**config.mk**
```make
export PLATFORM = sky130hd
export DESIGN_NAME = matinv_merge
export DESIGN_NICKNAME = d
export VERILOG_FILES = /design/src/hw/rtl/matrix_inverse_3x3_defines.svh /design/src/hw/rtl/matinv_pkg.sv /design/src/hw/rtl/matinv_merge.sv
export SDC_FILE = /design/constraint.sdc
export NUM_CORES = 1
export LEC_CHECK = 0
export BUFFER_PORTS_ARGS = -buffer_cell sky130_fd_sc_hd__buf_2
export CORE_AREA = 2 2 257 259
export DETAILED_ROUTE_END_ITERATION = 10
export DIE_AREA = 0 0 259 261
export GPL_TIMING_DRIVEN = 0
export PLACE_DENSITY = 0.41
export REMOVE_ABC_BUFFERS = 1
export SLEW_MARGIN = 30
export SYNTH_ARGS = -nofsm -noshare
export SYNTH_HDL_FRONTEND = slang
export SYNTH_SLANG_ARGS = --single-unit
```
**constraint.sdc**
```tcl
create_clock -name clk_i -period 0.8 [get_ports clk_i]
set_clock_uncertainty 0.15 [all_clocks]
set_input_delay 0.08 -clock clk_i [delete_from_list [all_inputs] [get_ports clk_i]]
set_output_delay 0.08 -clock clk_i [all_outputs]
set_load 0.03 [all_outputs]
```
**src/hw/rtl/matrix_inverse_3x3_defines.svh**
```systemverilog
// Assertion helpers used by the top-level RTL.
`ifndef MATRIX_INVERSE_3X3_DEFINES_SVH
`define MATRIX_INVERSE_3X3_DEFINES_SVH

// Same-cycle implication, clocked on clk_i, off during reset.
`define MI_ASSERT_IMP(lbl, ante, cons, msg) \
  lbl: assert property (@(posedge clk_i) disable iff (!rst_ni) (ante) |-> (cons)) \
    else $error(msg);

// Next-cycle implication, clocked on clk_i, off during reset.
`define MI_ASSERT_NXT(lbl, ante, cons, msg) \
  lbl: assert property (@(posedge clk_i) disable iff (!rst_ni) (ante) |=> (cons)) \
    else $error(msg);

`endif

```
**src/hw/rtl/matinv_pkg.sv**
```systemverilog
package matinv_pkg;

  // Element format
  localparam int FRAC_BITS = 16;
  localparam int ELEM_W    = 32;
  localparam int THR_W     = 31;
  localparam int NELEM     = 9;

  // Internal widths: products, cofactors, exact determinant magnitude
  localparam int PROD_W = 2 * ELEM_W;
  localparam int COF_W  = PROD_W + 1;
  localparam int CMAG_W = PROD_W;
  localparam int DET_W  = 3 * ELEM_W;
  localparam int SHIFT2 = 2 * FRAC_BITS;

  // Quotient bits kept before the overflow test takes over
  localparam int QBITS = ELEM_W + 1;

  // Pipeline depths
  localparam int FRONT_LAT = 9;
  localparam int LANE_LAT  = QBITS + 2;
  localparam int MERGE_LAT = 1;
  localparam int TOTAL_LAT = FRONT_LAT + LANE_LAT + MERGE_LAT;

  typedef logic signed [ELEM_W-1:0] elem_t;

  typedef struct packed {
    logic [CMAG_W-1:0] mag;
    logic              neg;
  } cof_t;

  typedef struct packed {
    logic  sing;
    logic  det_clip;
    elem_t det_out;
  } det_info_t;

endpackage

```
**src/hw/rtl/matinv_merge.sv**
```systemverilog
module matinv_merge (
  input  logic                    clk_i,
  input  logic                    rst_ni,
  input  logic                    vld_i,
  input  matinv_pkg::elem_t       b_i    [matinv_pkg::NELEM],
  input  logic                    clip_i [matinv_pkg::NELEM],
  input  matinv_pkg::det_info_t   info_i,
  output matinv_pkg::elem_t       b_o    [matinv_pkg::NELEM],
  output matinv_pkg::elem_t       det_o,
  output logic                    sing_o,
  output logic                    sat_o,
  output logic                    done_o
);
  import matinv_pkg::*;

  logic  any_clip;
  elem_t b_q [NELEM];
  elem_t det_q;
  logic  sing_q, sat_q, done_q;

  // Lane clips only count for a regular matrix
  always_comb begin
    any_clip = 1'b0;
    for (int i = 0; i < NELEM; i++) begin
      any_clip = any_clip | clip_i[i];
    end
  end

  always_ff @(posedge clk_i) begin
    for (int i = 0; i < NELEM; i++) begin
      b_q[i] <= info_i.sing ? '0 : b_i[i];
    end
    det_q  <= info_i.det_out;
    sing_q <= info_i.sing;
    sat_q  <= info_i.det_clip | (~info_i.sing & any_clip);
  end

  always_ff @(posedge clk_i or negedge rst_ni) begin
    if (!rst_ni) begin
      done_q <= 1'b0;
    end else begin
      done_q <= vld_i;
    end
  end

  assign b_o    = b_q;
  assign det_o  = det_q;
  assign sing_o = sing_q;
  assign sat_o  = sat_q;
  assign done_o = done_q;

endmodule

```
======== After elaboration in Yosys (flattened, before gate mapping) ========
Index checks and enable logic that the tools add are counted.
Widths: inputs -> output; s select.
storage, ports and cells
  bits of input ports ..................... 334
  word-level logic and storage cells ...... 24
  output and inout bits ................... 323
  register bits ........................... 323
cells by class
  bitwise gates (word level) .............. 11
operator list
  cell         number
  $or 1x1->1   9
  $and 1x1->1  1
  $not 1->1    1

======== Logic depth before layout (Yosys ltp) ========
  depth after elaboration ................. 10
  gate-level depth with buffers ........... 4
  depth with buffers taken out ............ 2

======== Worst setup path after synthesis ========
Ideal clock, no wire load.
  path kind ............................... input-to-reg
  from .................................... in info_i[33] (netlist bit)
  to ...................................... reg b_q (netlist bit b_o[61])
  data required time ...................... 522 ps
  buffers on the path ..................... 3
  slack ................................... -141 ps
  library setup time ...................... 128 ps
  arrival time ............................ 663 ps
  stages on the path ...................... 4
  path through ............................ buf_4 > buf_4 > clkbuf_1 > nor2b_1
RTL lines
  element                         line                source
  start: declaration              matinv_merge.sv:7   input matinv_pkg::det_info_t info_i,
  end signal: indexed assignment  matinv_merge.sv:31  b_q[i] <= info_i.sing ? '0 : b_i[i];
  end: declaration                matinv_merge.sv:17  elem_t b_q [NELEM];
No word-level cell between the ends.

======== Worst setup path in the final report ========
  from .................................... reg done_q, in the netlist done_o
  to ...................................... out done_o
RTL lines
  element                   line                source
  start: declaration        matinv_merge.sv:19  logic sing_q, sat_q, done_q;
  start signal: assignment  matinv_merge.sv:42  done_q <= vld_i;
  end: declaration          matinv_merge.sv:12  output logic done_o
No word-level cell between the ends.

==> results.yml <==
hold_path:
  holdPathStages: 2
  hp-class: "input port to flip-flop"
  hold_start: "b_i[86]"
  worstHoldEndpoint: "b_o[86]"
clock_network:
  htree_levels: 2
  cts_root_buffer: "clkbuf_16"
  clk_path_buf_depth: 3
  cts_tree: "done"
  cts_sinks: 323
  cts_buffers: 39
  cts_hold_buf: 327
  path_clk_slew_ns: 0.06
setup_path:
  worst-path-buf-inv: 1
  critPathKind: "flip-flop to primary output"
  path_delay_family: "flip-flops"
  start_kind: "flip-flop"
  arrival_ns: 1.04
  max_stage_delay_ns: 0.37
  cp_max_fo: 1
  required_ns: 0.57
  end_kind: "primary output"
  cp_cell_sequence: "buf_6"
  cp_slowest_cell: "dfrtp_1"
final_layout:
  finalNetCount: 1977
  area_growth_pct: 136
  design_area_um2: 20000
  final_cell_mix: "buf_2, dlygate4sd3_1, buf_6"
  drive_gt1_share_pct: 62.8
  final_common_cell: "buf_2"
placement:
  dpl_cell_area_um2: 12700
  gp_congestion: 0.795
  port_buffers: 656
  dp_hpwl_mm: 22.8
yosys:
  ys_seq_area_share_pct: 76.5
  synth_largest_area_cell: "dfxtp_1"
  synth_top_area_share_pct: 76.2
  synthCells: 648
  synth.avg_cell_area_um2: 13.1
  yosys_warnings: 0
  synth_area_um2: 8460
  synth_seq_cells: 323
  yosysUniqueCellTypes: 10
  synth_area_leaders: "dfxtp_1, nor2b_1, buf_2"
detailed_routing:
  vias: 8184
  first_pass_iters: 4
  wl_per_cell_um: 14.0
  dr.first_iter.drc_count: 182
  drc: 0
  postRouteAntennaNets: 0
  vias_per_cell: 3.22
  totalWireLength_mm: 35.6
outcome:
  status: "complete, but fails checks"
  violations: "hold timing, setup timing"
power:
  power_density_nw_per_um2: 2200
  p_total_mw: 43.9
  p_leak_nw: 8.83
  vdd_drop_max_mv: 1.50
die:
  fp.coreArea_um2: 65000
  die_w_um: 259
  start_util_pct: 13.0
  fp.dieH_um: 261
  floorplan.rows: 94
  pin_count: 657
  dieArea_um2: 67600
timing:
  max_slew_margin_pct: 72.6
  setup_viol: 323
  tns_ns: -132.64
  fmaxAchievable_mhz: 788
  setup_slack_ns: -0.468
  worst_pin_slew_ns: 0.411
  final_max_slew_viol_count: 0
  whs_ns: -0.254
  min_period_over_period_pct: 159
  hold_viol: 75
  layout_min_cycle_time_ns: 1.27
  rsz0062_at_grt: "true"
global_route:
  grt_start_max_net_pins: 111
  grt_use_total_pct: 9.73
  antenna_found_initial: 7
  grt_pass1_vias: 8910
  grt_overflow_total: 0
  grt_pass1_wl_mm: 50.3
run:
  maxCapViolCount: 0
[layout make-up]
type / instances / area (um2)
Tap cell: 864 / 1080
Inverter: 1 / 3.75
Antenna cell: 4 / 10.0
Multi-Input combinational cell: 292 / 1840
Fill cell: 6457 / 45100
Timing Repair Buffer: 986 / 8700
Sequential cell: 323 / 6880
Clock buffer: 54 / 1170
Clock inverter: 17 / 265
[cell usage after synthesis]
cell type,instances
buf_4,2
dfrtp_1,1
dfxtp_1,322
nor2b_1,288
clkbuf_1,8
nor4_1,2
buf_2,22
nor2_1,1
inv_1,1
a32oi_1,1
[metrics by stage]
step / cells / setup slack (ns) / utilization [%]
3_5_place_dp: 2138 / -0.723 / 19.6
2_1_floorplan: 616 / 0.0816 / -
5_1_grt: 2540 / -0.528 / 30.7
4_1_cts: 2537 / -0.542 / 30.6
3_3_place_gp: 2136 / -4.37 / 19.5
6_report: 2541 / -0.468 / 30.7
[power breakdown]
part	internal, mW	leakage, nW	switching, mW
clock	12.5	0.711	7.09
combinational	3.61	5.34	3.14
sequential	17.1	2.77	0.423
[registers in the layout (all words and copies together) (netlist names)]
name / cells
done_o: 1
sing_o: 1
det_o: 32
b_o: 288
sat_o: 1
[cell families after synthesis]
group | synth area share (%)
flops | 76.5
simple gates | 21.5
buf+inv | 1.88
compound gates | 0.104
[per-layer routing]
metal  GRT usage (%)  vias up  share of wire, %
li1                -     3956                 -
met1            9.54     3737                35
met2            17.4      407                51
met3            4.23       82                10
met4            5.01        2               4.5
met5               0        -             0.028
[worst max path at each step]
stage / startpoint / endpoint / slack [ns] / depth (start not counted)
final: done_o / done_o / -0.47 / 1
after global placement: info_i[33] / b_o[86] / -4.37 / 2
after detailed placement: info_i[33] / b_o[195] / -0.72 / 3
after global routing: b_o[86] / b_o[86] / -0.53 / 1
after floorplan: info_i[32] / sat_o / 0.08 / 2
after CTS: b_o[86] / b_o[86] / -0.54 / 1
[timing repair]
action,4_1_cts,5_1_grt
endpoints found under the hold margin,323,76
resized for setup,971,2
setup buffers,0,0
gates cloned,1,1
endpoints found under the setup margin,352,335
pin swaps,0,3
(Power assumes the default switching activity.)
